`src/rtl/assert_macros.svh`:
```
// Assertion macros for the point-to-segment distance block.
// Depends on nothing; users must have clk and rst_n in scope.
`ifndef ASSERT_MACROS_SVH
`define ASSERT_MACROS_SVH
`ifndef SYNTHESIS
`define PSD_ASSERT_IMPL(label, ante, cons) \
  label: assert property (@(posedge clk) disable iff (!rst_n) (ante) |-> (cons)) \
    else $error("psd assertion failed");
`define PSD_ASSERT_NEXT(label, ante, cons) \
  label: assert property (@(posedge clk) disable iff (!rst_n) (ante) |=> (cons)) \
    else $error("psd assertion failed");
`else
`define PSD_ASSERT_IMPL(label, ante, cons)
`define PSD_ASSERT_NEXT(label, ante, cons)
`endif
`endif

```
`src/rtl/psd_pkg.sv`:
```
// Shared widths, result kind codes and queue types for point_segment_distance.
// Used by every module of the block.
package psd_pkg;
  localparam int COORD_BITS = 16;
  localparam int FRAC_BITS  = 8;
  localparam int DW         = COORD_BITS + 1;          // coordinate difference
  localparam int PW         = 2 * DW;                  // product of two differences
  localparam int NUMW       = 4 * DW + 2 * FRAC_BITS;  // divider numerator
  localparam int QW         = 2 * DW - 1 + 2 * FRAC_BITS; // quotient / radicand
  localparam int SQW        = (QW + 1) / 2;            // square root
  localparam int DIST_BITS  = 25;
  localparam int QDEPTH     = 4;
  localparam int QAW        = $clog2(QDEPTH);

  typedef enum logic [1:0] {
    KIND_DEGEN = 2'd0,
    KIND_A     = 2'd1,
    KIND_B     = 2'd2,
    KIND_PERP  = 2'd3
  } kind_t;

  typedef struct packed {
    kind_t          kind;
    logic [PW-1:0]  sumsq;   // squared endpoint distance
    logic [PW-1:0]  cmag;    // |cross|
    logic [PW-1:0]  len2;    // squared segment length
  } qent_t;

  typedef struct packed {
    logic           full;
    logic           empty;
    logic [QAW:0]   count;
  } qstat_t;
endpackage

```
`src/rtl/psd_queue.sv`:
```
// Short FIFO between front end and back end; one entry per classified beat.
// Uses psd_pkg.
module psd_queue (
  input  logic              clk,
  input  logic              rst_n,
  input  logic              push,
  input  psd_pkg::qent_t    push_data,
  input  logic              pop,
  output psd_pkg::qent_t    pop_data,
  output psd_pkg::qstat_t   q_stat
);
  import psd_pkg::*;

  qent_t          ent_r [QDEPTH];
  logic [QAW-1:0] wr_ptr_r, rd_ptr_r;
  logic [QAW:0]   count_r;

  assign pop_data     = ent_r[rd_ptr_r];
  assign q_stat.count = count_r;
  assign q_stat.full  = (count_r == (QAW+1)'(QDEPTH));
  assign q_stat.empty = (count_r == '0);

  always_ff @(posedge clk) begin
    if (!rst_n) begin
      wr_ptr_r <= '0;
      rd_ptr_r <= '0;
      count_r  <= '0;
    end else begin
      if (push) wr_ptr_r <= wr_ptr_r + 1'b1;
      if (pop)  rd_ptr_r <= rd_ptr_r + 1'b1;
      count_r <= count_r + (QAW+1)'(push) - (QAW+1)'(pop);
    end
  end

  always_ff @(posedge clk) begin
    if (push) ent_r[wr_ptr_r] <= push_data;
  end
endmodule

```
`config.mk`:
```
export PLATFORM = sky130hd
export DESIGN_NAME = psd_queue
export DESIGN_NICKNAME = d
export VERILOG_FILES = /design/src/rtl/assert_macros.svh /design/src/rtl/psd_pkg.sv /design/src/rtl/psd_queue.sv
export SDC_FILE = /design/constraint.sdc
export NUM_CORES = 1
export LEC_CHECK = 0
export BUFFER_PORTS_ARGS = -buffer_cell sky130_fd_sc_hd__buf_4
export CORE_MARGIN = 4
export CORE_UTILIZATION = 57
export DETAILED_ROUTE_END_ITERATION = 8
export PLACE_DENSITY = 0.75
export SLEW_MARGIN = 20
export SYNTH_ARGS = -nofsm -noshare
export SYNTH_HDL_FRONTEND = slang
export SYNTH_SLANG_ARGS = --single-unit
```
`constraint.sdc`:
```
create_clock -name clk -period 5 [get_ports clk]
set_input_delay 1 -clock clk [delete_from_list [all_inputs] [get_ports clk]]
set_output_delay 1 -clock clk [all_outputs]
set_load 0.01 [all_outputs]
```
**Word-level counts from Yosys, hierarchy flattened**

Memory sizes are Yosys's and may differ from the RTL's. A register that Yosys moved wholly into a read port is not among the register bits.
Index checks and enable logic that the tools add are counted.

- Bits in writable memories: 416
- Bits in registers: 7
- Memories: 1
- Word-level logic and storage cells: 14
- Output and inout port bits: 109

- Reductions and logical operators: 1
- Equality and inequality tests: 1
- Multiplexer cells: 4
- Add/subtract/negate cells: 4

Memories:

| name | depth | bits a word | rd ports | clocked after Yosys merged registers in | write ports | RTL line | RTL |
|---|---|---|---|---|---|---|---|
| ent_r | 4 | 104 | 1 | 1 | 1 | psd_queue.sv:14 | `qent_t ent_r [QDEPTH];` |

Operators by type and width:

| kind | number |
|---|---|
| $add 2x1->2 const B | 2 |
| $mux 2 | 2 |
| $add 3x1->3 | 1 |
| $eq 3x3->1 const B | 1 |
| $logic_not 3->1 | 1 |
| $sub 3x1->3 | 1 |
| $mux 1 | 2 |

**Logic depth before layout (Yosys ltp)**

Gate-level depths: netlist (run 1).

- Depth after elaboration: 3
- Depth in mapped cells: 7
- Gate-level depth less buffers: 7

**Worst setup path after synthesis (run 1)**

Ideal clock, no wire load.

- Path type: input port to flip-flop
- Start point: input port push
- End point: memory ent_r[0][0] (netlist name), enable pin
- Path slack: 1.128 ns
- Stages: 1
- Arrival: 3.398 ns
- Cell sequence: and2_1

- Cells in the longest elaborated chain, start to end: 2

Ends and longest elaborated chain:

| what | RTL line | RTL |
|---|---|---|
| start, declared | psd_queue.sv:6 | `input logic push,` |
| $mux 1 | psd_queue.sv:36 | `if (push) ent_r[wr_ptr_r] <= push_data;` |
| $mux 1 (not written as such) | psd_queue.sv:36 |  |
| end, declared | psd_queue.sv:14 |  |

No other way between the ends.

==> results of run 1 <==
## final timing paths
| path | startpoint | to | depth (start not counted) |
|---|---|---|---|
| hold reg to reg | wr_ptr_r[1] | wr_ptr_r[1] | 2 |
| hold / removal | wr_ptr_r[1] | wr_ptr_r[1] | 2 |
| setup / recovery | register | pop_data[15] | 3 |
| setup reg to reg | wr_ptr_r[0] | ent_r[0][86] | 4 |
## logic make-up (layout without fill, tap and decap cells)
kind of cell	Yosys count	count (layout)	share of synthesized area
DFF	425	425	0.819
and+or+nand+nor	14	14	0.00485
AOI/OAI and AO/OA	2	2	0.000970
buffers and inverters	31	307	0.0140
muxes	105	105	0.152
xor gates and xnor gates	3	3	0.00267
adders and majority gates	7	7	0.00615
## flip-flops by register name, summed over array words and instances, names as in the netlist, named ones only
| signal | count |
|---|---|
| count_r | 3 |
| wr_ptr_r | 2 |
| ent_r | 416 |
| rd_ptr_r | 2 |
## per-stage QoR
stage | power, mW | setup slack, ps | hold WS, ps
CTS | 8.00 | 1270 | 555
floorplan | 4.67 | 1130 | 499
finish | 7.92 | 1370 | 551
global placement | 5.05 | 1830 | 514
detailed placement | 5.09 | 1820 | 545
global route | 8.23 | 1140 | 574
## final cells by class
type | instances | area (um^2) | area share
clock buffer | 59 | 1180 | 0.0628
inverter | 7 | 26.3 | 0.00140
tap | 341 | 427 | 0.0227
timing repair buffer | 229 | 1760 | 0.0940
multi-input combinational | 131 | 2590 | 0.138
clock inverter | 12 | 103 | 0.00547
sequential | 425 | 12700 | 0.676
## metal layers
metal | track usage | up-vias | part of all wire
met5 | 0 | - | 0.00068
met4 | 0.0409 | 2 | 0.015
met3 | 0.0654 | 39 | 0.094
met2 | 0.326 | 282 | 0.50
met1 | 0.265 | 3688 | 0.39
li1 | - | 3015 | -
## cell usage in the layout, fill, tap and decap left out
master,instances
fa_1,1
ha_1,6
clkbuf_1,14
edfxtp_1,416
and2_4,4
and2_1,2
bufinv_16,2
xnor2_1,2
dfxtp_1,7
nand3b_1,1
mux2i_1,1
a21bo_2,1
mux4_2,104
nor3_1,1
nor2_1,5
clkinv_1,6
and3_1,1
a21oi_1,1
buf_4,226
inv_1,7
xor3_1,1
buf_16,1
clkinv_2,4
buf_12,2
clkbuf_16,45
dfxtp_4,2
## power breakdown
group          internal (mW)  switching (mW)  total (mW)  leakage (nW)
combinational          0.437           0.383       0.821          1.83
sequential              4.10          0.0808        4.18          3.90
clock                   1.74            1.19        2.92         0.624
total                   6.27            1.65        7.92          6.35
## worst reg2reg max path, stage by stage, from the launching register on
cell and delay, ps:
dfxtp_1 350, inv_1 100, ha_1 160, and2_4 760, buf_4 550
==> impl_results.md, run 1 <==
* Outcome: complete, no violations
* Number of synthesized register bits at 425
* Drt total wl at 29.5 mm
* Final Cycle Share at 0.726
* Clock latency on the worst-skew pair at 520 ps
* Sequential cell area fraction in the yosys report at 0.819
* RePlAce Congestion at 0.733
* Vias per cell at 5.84
* P&R area growth vs syn at 21.3%
* Max-cap violations at 0
* Via count at 7026
* Synth Area per Inst at 26.3 um^2
* Drc violations at 0
* HPWL after DPL at 18.2 mm
* Startpoint types: register
* Vias in the first global route at 7736
* Async set-reset flop share out of synthesis at 0
* Unrepaired setup endpoints after global routing: no
* CP top delay family: flip-flops
* Worst path cell trace: buf_4 -> mux4_2 -> buf_4
* Synth Cell Area at 0.0155 mm^2
* Num CTS Buffers at 42
* Cell Count, Final, Fillers Out at 1204
* Die Span Y at 173 um
* Crit path max fanout at 43
* Diodes inserted at 0
* R2r setup slk at roughly 2700 ps
* Req. time, crit path at 4000 ps
* CTS Hold Bufs at 0
* Placeable Area at 0.0268 mm^2
* CP bufs+invs at 2
* Post-Synthesis Cells at 587
* Synth top area share at 0.808
* CTS Sinks at 425
* Maximum vdd drop at 0.296 mV
* Avg WL per Cell at around 24 um
* Max incr delay on CP at 910 ps
* Row Count at 60
* First-pass GRT wire length at 45.6 mm
* Slew Limit Fails at 0
* Largest net degree at the start of global routing at 74
* Post-route ant nets at 0
* Cts repair resizes at 0
* Clk buf depth at 3
* GRT Util Overall at 0.198
* Clk slew on worst S/H paths at ~60 ps
* Placed cells at 1132
* Post-synth top area cell: edfxtp_1
* Ranking of synthesized cells by area: edfxtp_1 81%, mux4_2 15%, dfxtp_1 1.2%, buf_8 0.68%, ha_1 0.49%
* Worst EP arrival at roughly 2600 ps
* Leading cell type by number of instances after synthesis: edfxtp_1
* Post-CTS Setup Inserts at 0
* Cell area after layout at 0.0188 mm^2
* Die area at 0.0298 mm^2
* Lkg Pwr at between 6 and 7 nW
* Setup tns final at 0 ps
* Final setup viols at 0
* Area post-placement at 0.0175 mm^2
* Crit-path slowest cell: dfxtp_4
* Worst-Margin Slew at 992 ps
* CTS H-tree depth at 2
* Hold Vio Cnt, Final at 0
* Max Clock Freq at 275 MHz
* Die W at between 150 and 200 um
* Layout Nets at 951
* Yosys warning total at 0
* Cell mode on critical path: buf_4
* I/O pin cnt at 217
* Core Util, Final at 0.700
* Total global routing overflow at 0
* Port-buffer cells at roughly 220
* Drt pass-1 iters at 5
* Mapped Nets at between 700 and 800
* Power Density at 422 mW/mm^2
* Hold Crit Class: reg -> reg
* Initial antenna violation count at 1
* WS Path Type: reg -> out
* Starting density of the core at 0.577
* Crit. End Element: output pin
* Post-synth EDFFs at roughly 420
* Clock Skew at 13.1 ps
* Period minus WS final at 3630 ps
* # fillers at 1584
* Slew margin rel. at 0.339
* Unique cell type count in the Yosys netlist at 20
* CTS tree: built
* Dominant synthesized flop cell: edfxtp_1
* Post-synth top cells: 416 x edfxtp_1, 104 x mux4_2, 11 x buf_2
* Share of cells above drive strength 1 at 0.453
* CTS root buf: clkbuf_16
* 1st-iter DRT viols at slightly below 600
No activity file was read; power rests on OpenSTA's default activity.
==> run 2, diff against run 1 <==
- CORE_UTILIZATION: 57 -> 51
- PLACE_DENSITY: 0.75 -> 0.71
- clock period: 5 -> 3.05 ns (I/O delays scaled with it)
==> impl_results.md, run 2 (same netlist as run 1, synthesis figures left out) <==
* Outcome: complete, no violations
* CTS root buf: clkbuf_16
* Crit path max fanout at 64
* Die W at 182 um
* Max-cap violations at 0
* Unrepaired setup endpoints after global routing: no
* Largest Register: ent_r
* Starting density of the core at 0.519
* Layout Nets at between 900 and 1000
* Setup slack at placement at 790 ps
* Largest regs: ent_r: 416 flops, count_r: 3 flops
* P_int at a little over 10 mW
* CTS Hold Bufs at 0
* RePlAce Congestion at about 0.74
* Commonest non-fill, non-tap cell in the layout: edfxtp_1
* Drt pass-1 iters at 5
* 1st-iter DRT viols at 509
* Worst-Margin Slew at 602 ps
* Maximum vdd drop at 0.466 mV
* Clk buf depth at 3
* GRT Util Overall at 0.180
* Die area at 0.0332 mm^2
* Multi-input gate area at 0.00259 mm^2
* Drt total wl at 29.7 mm
* Register Area at roughly 0.013 mm^2
* R2r setup slk at approximately 1200 ps
* Max FFs per register at 416
* Via count at 6980
* Clock latency on the worst-skew pair at about 520 ps
* P&R area growth vs syn at 22.2%
* Vias in the first global route at 7619
* Diodes inserted at 0
* Port-buffer cells at 216
* Share of cells above drive strength 1 at 0.460
* Crit. End Element: output pin
* Vias per cell at 5.51
* Final Cycle Share at 0.901
* Clock Skew at 15.9 ps
* Gate power share at 0.110
* Placeable Area at 0.0298 mm^2
* Setup tns final at 0 ps
* CTS Sinks at ~430
* # fillers at a little over 2000
* Final hold slack at ~290 ps
* Reg-to-Reg Start: wr_ptr_r[0]
* Post-CTS Setup Inserts at 0
* Initial antenna violation count at 1
* Switching Power at 2.77 mW
* R2R cell count at 4
* Row Count at 63
* First-pass GRT wire length at 45.3 mm
* Avg WL per Cell at 23.4 um
* WS Path Type: reg -> out
* Clk slew on worst S/H paths at 60 ps
* Cell Count, Final, Fillers Out at roughly 1300
* HPWL after DPL at 19.2 mm
* CTS H-tree depth at 2
* Crit path to: pop_data[65]
* Setup ws final at 302 ps
* Lkg Pwr at roughly 6.4 nW
* Die Span Y at 182 um
* Hold Vio Cnt, Final at 0
* Req. time, crit path at 2440 ps
* Slew margin rel. at 0.599
* Hold Crit Class: in -> reg
* Worst EP arrival at 2140 ps
* Post-route ant nets at 0
* Total global routing overflow at 0
* Worst R2R End: ent_r[2][33]
* Cts repair resizes at 0
* Power Density at ~680 mW/mm^2
* Startpoint types: register
* Most frequent cells in the layout: 416 x edfxtp_1, 230 x buf_4, 104 x mux4_2
* Slew Limit Fails at 0
* CTS tree: built
* Final setup viols at 0
* I/O pin cnt at 217
* Switch share at 0.215
* Sequential share of power at 0.527
* Num CTS Buffers at 43
* Placed cells at 1190
* Max Clock Freq at 364 MHz
* Drc violations at 0
* Period minus WS final at 2750 ps
* Clk pwr share at 0.363
* Largest net degree at the start of global routing at 65
## run 2: stage by stage
step                      utilization  cell area [um^2]  power, mW
after floorplan                     -             15500       7.64
final                           0.634             18900       12.9
after CTS                       0.634             18900       13.0
after detailed placement        0.592             17600       8.36
after global routing            0.634             18900       13.4
after global placement          0.592             17600       8.30
## run 2: power groups by stage
| stage | Sequential, mW | Clock (mW) | Combinational, mW |
|---|---|---|---|
| floorplan | 6.90 | 0 | 0.747 |
| global placement | 6.90 | 0 | 1.40 |
| detailed placement | 6.93 | 0 | 1.44 |
| CTS | 6.80 | 4.79 | 1.45 |
| global route | 6.82 | 5.07 | 1.52 |
| finish | 6.80 | 4.68 | 1.41 |
## run 2: layout make-up
type | instances | area share
inverter | 7 | 0.00139
clock buffer | 54 | 0.0591
timing repair buffer | 237 | 0.0988
sequential | 425 | 0.671
clock inverter | 23 | 0.00702
tap | 390 | 0.0258
multi-input combinational | 131 | 0.137
## run 2: worst min path at each step
stage	startpoint	end	cells after the start
final	push_data[79]	ent_r[2][79]	1
after global routing	push_data[64]	ent_r[3][64]	1
after CTS	push_data[14]	ent_r[1][14]	1
after detailed placement	rd_ptr_r[0]	register	2
after global placement	rd_ptr_r[1]	register	2
after floorplan	rd_ptr_r[1]	register	2
## run 2: critical path, cell delays in order, from the launching register on
cell     delay (ps)
dfxtp_4         370
buf_12          370
mux4_2          620
buf_4           170
## run 2: routing by layer
layer	routed length [um]	GRT usage	vias up	share of wire
met5	13	0	-	0.00044
met4	449	0.0360	2	0.015
met3	2880	0.0646	41	0.097
met2	14500	0.288	262	0.49
met1	11800	0.245	3640	0.40
li1	-	-	3035	-
==> run 3, diff against run 2 <==
- PLACE_DENSITY: 0.71 -> 0.8
==> impl_results.md, run 3 (same netlist as run 1, synthesis figures left out) <==
* Cts repair resizes at 0
* Clk pwr share at 0.376
* Crit path max fanout at 34
* Switching Power at approximately 2.7 mW
* Die area at 0.0332 mm^2
* CP bufs+invs at 2
* CTS Hold Bufs at 0
* Placeable Area at around 0.030 mm^2
* 1st-iter DRT viols at 569
* Max incr delay on CP at about 570 ps
* Max FFs per register at ~420
* Largest Register: ent_r
* GR Util met1 at 0.240
* Clk slew on worst S/H paths at 60 ps
* # fillers at 1984
* Max-cap violations at 0
* Share of cells above drive strength 1 at 0.461
* Final Cycle Share at 0.853
* Vias per cell at 5.50
* RePlAce Congestion at 0.696
* Worst path cell trace: buf_12 -> mux4_2 -> buf_4
* First-pass GRT wire length at 45.0 mm
* Worst-Margin Slew at 704 ps
* Starting density of the core at 0.519
* Slew margin rel. at 0.530
* HPWL after DPL at roughly 18 mm
* CP top delay family: multiplexers
* Commonest non-fill, non-tap cell in the layout: edfxtp_1
* CTS H-tree depth at 2
* Core Util, Final at 0.638
* Power Density at 693 mW/mm^2
* WS Path Type: reg -> out
* Most Used Layer, Global Route: met2
* Register Area at 0.0127 mm^2
* CTS tree: built
* Avg WL per Cell at 23.2 um
* Gate power share at 0.107
* CTS Sinks at 425
* Worst EP arrival at slightly below 2000 ps
* Clock latency on the worst-skew pair at ~520 ps
* Drc violations at 0
* Lkg Pwr at 6.44 nW
* Final setup viols at 0
* Maximum vdd drop at 0.516 mV
* Clk buf depth at 3
* Unrepaired setup endpoints after global routing: no
* Multi-input gate area at 0.00259 mm^2
* Row Count at 63
* Num CTS Buffers at 42
* Layout Nets at around 960
* Total global routing overflow at 0
* Clock Skew at 14.4 ps
* Setup tns final at 0 ps
* Crit-path slowest cell: mux4_2
* Via count at ~6900
* Hold Vio Cnt, Final at 0
* R2r setup slk at between 1000 and 1500 ps
* Diodes inserted at 0
* GRT Util Overall at 0.177
* Drt pass-1 iters at 4
* Drt total wl at ~29 mm
* Post-CTS Setup Inserts at 0
* Period minus WS final at 2600 ps
* Initial antenna violation count at 1
* CTS root buf: clkbuf_16
* Largest net degree at the start of global routing at 61
* P&R area growth vs syn at 22.9%
* Die Span Y at between 150 and 200 um
* P_int at 10.5 mW
* Post-route ant nets at 0
* Most frequent cells in the layout: 416 x edfxtp_1, 225 x buf_4, 104 x mux4_2
* Largest regs: ent_r: 416 flops, count_r: 3 flops
* Met3 Usage GRT at 0.0367
* Vias in the first global route at 7586
* Outcome: complete, no violations
* Slew Limit Fails at 0
* Sequential share of power at 0.516
* Req. time, crit path at 2440 ps
* Startpoint types: register
* Crit. End Element: output pin
* Die W at 182 um
* Port-buffer cells at around 220
* Max Clock Freq at 384 MHz
* Switch share at 0.206
* Hold Crit Class: in -> reg
* GR Layer Usage met2 at 0.304
* I/O pin cnt at 217
[run 3: cell count changes in the layout (fill, tap and decap cells not counted)]
| cell | previous run | this run |
|---|---|---|
| buf_12 | 7 | 10 |
| clkinv_2 | 9 | 7 |
| clkinvlp_4 | 1 | 0 |
| buf_4 | 230 | 225 |
| clkbuf_1 | 11 | 10 |
| bufinv_16 | 1 | 5 |
| clkinv_1 | 11 | 8 |
[run 3: final cells by class]
type | count | area share
clock buffers | 53 | 0.0586
clock inverters | 21 | 0.0118
inverters | 7 | 0.00138
multi-input cells | 131 | 0.136
flip-flops and latches | 425 | 0.667
well taps | 390 | 0.0257
repair buffers | 235 | 0.0994
[run 3: metal layers]
layer	share of wire	vias up
li1	-	3029
met1	0.40	3622
met2	0.53	250
met3	0.065	35
met4	0.013	2
met5	0.00044	-
[run 3: path summary, 6_finish.rpt]
path | startpoint | cells after the start | endpoint
setup / recovery | register | 3 | pop_data[95]
hold / removal | push_data[48] | 1 | ent_r[2][48]
setup reg to reg | wr_ptr_r[0] | 4 | ent_r[0][83]
hold reg to reg | rd_ptr_r[1] | 2 | register
[run 3: worst register-to-register path: stages (launching register included)]
cell and delay (ps):
dfxtp_1 340, inv_1 90, ha_1 140, and2_4 390, buf_4 430
[run 3: power groups by stage]
stage | clock network [mW] | registers, mW | logic [mW]
after floorplan | 0 | 6.90 | 0.747
after global placement | 0 | 6.90 | 1.42
after detailed placement | 0 | 6.93 | 1.45
after CTS | 5.08 | 6.80 | 1.45
after global routing | 5.36 | 6.82 | 1.53
final | 4.96 | 6.80 | 1.42
[run 3: through the flow]
stage | hold slack, ps | instance area (um^2) | std cells | worst slack [ps] | power [mW]
after global placement | 504 | 17700 | 1188 | 958 | 8.32
after CTS | 272 | 19000 | 1262 | 386 | 13.3
after detailed placement | 525 | 17700 | 1188 | 937 | 8.37
after floorplan | 499 | 15500 | 587 | 713 | 7.64
final | 290 | 19000 | 1262 | 448 | 13.2
after global routing | 274 | 19000 | 1262 | 330 | 13.7
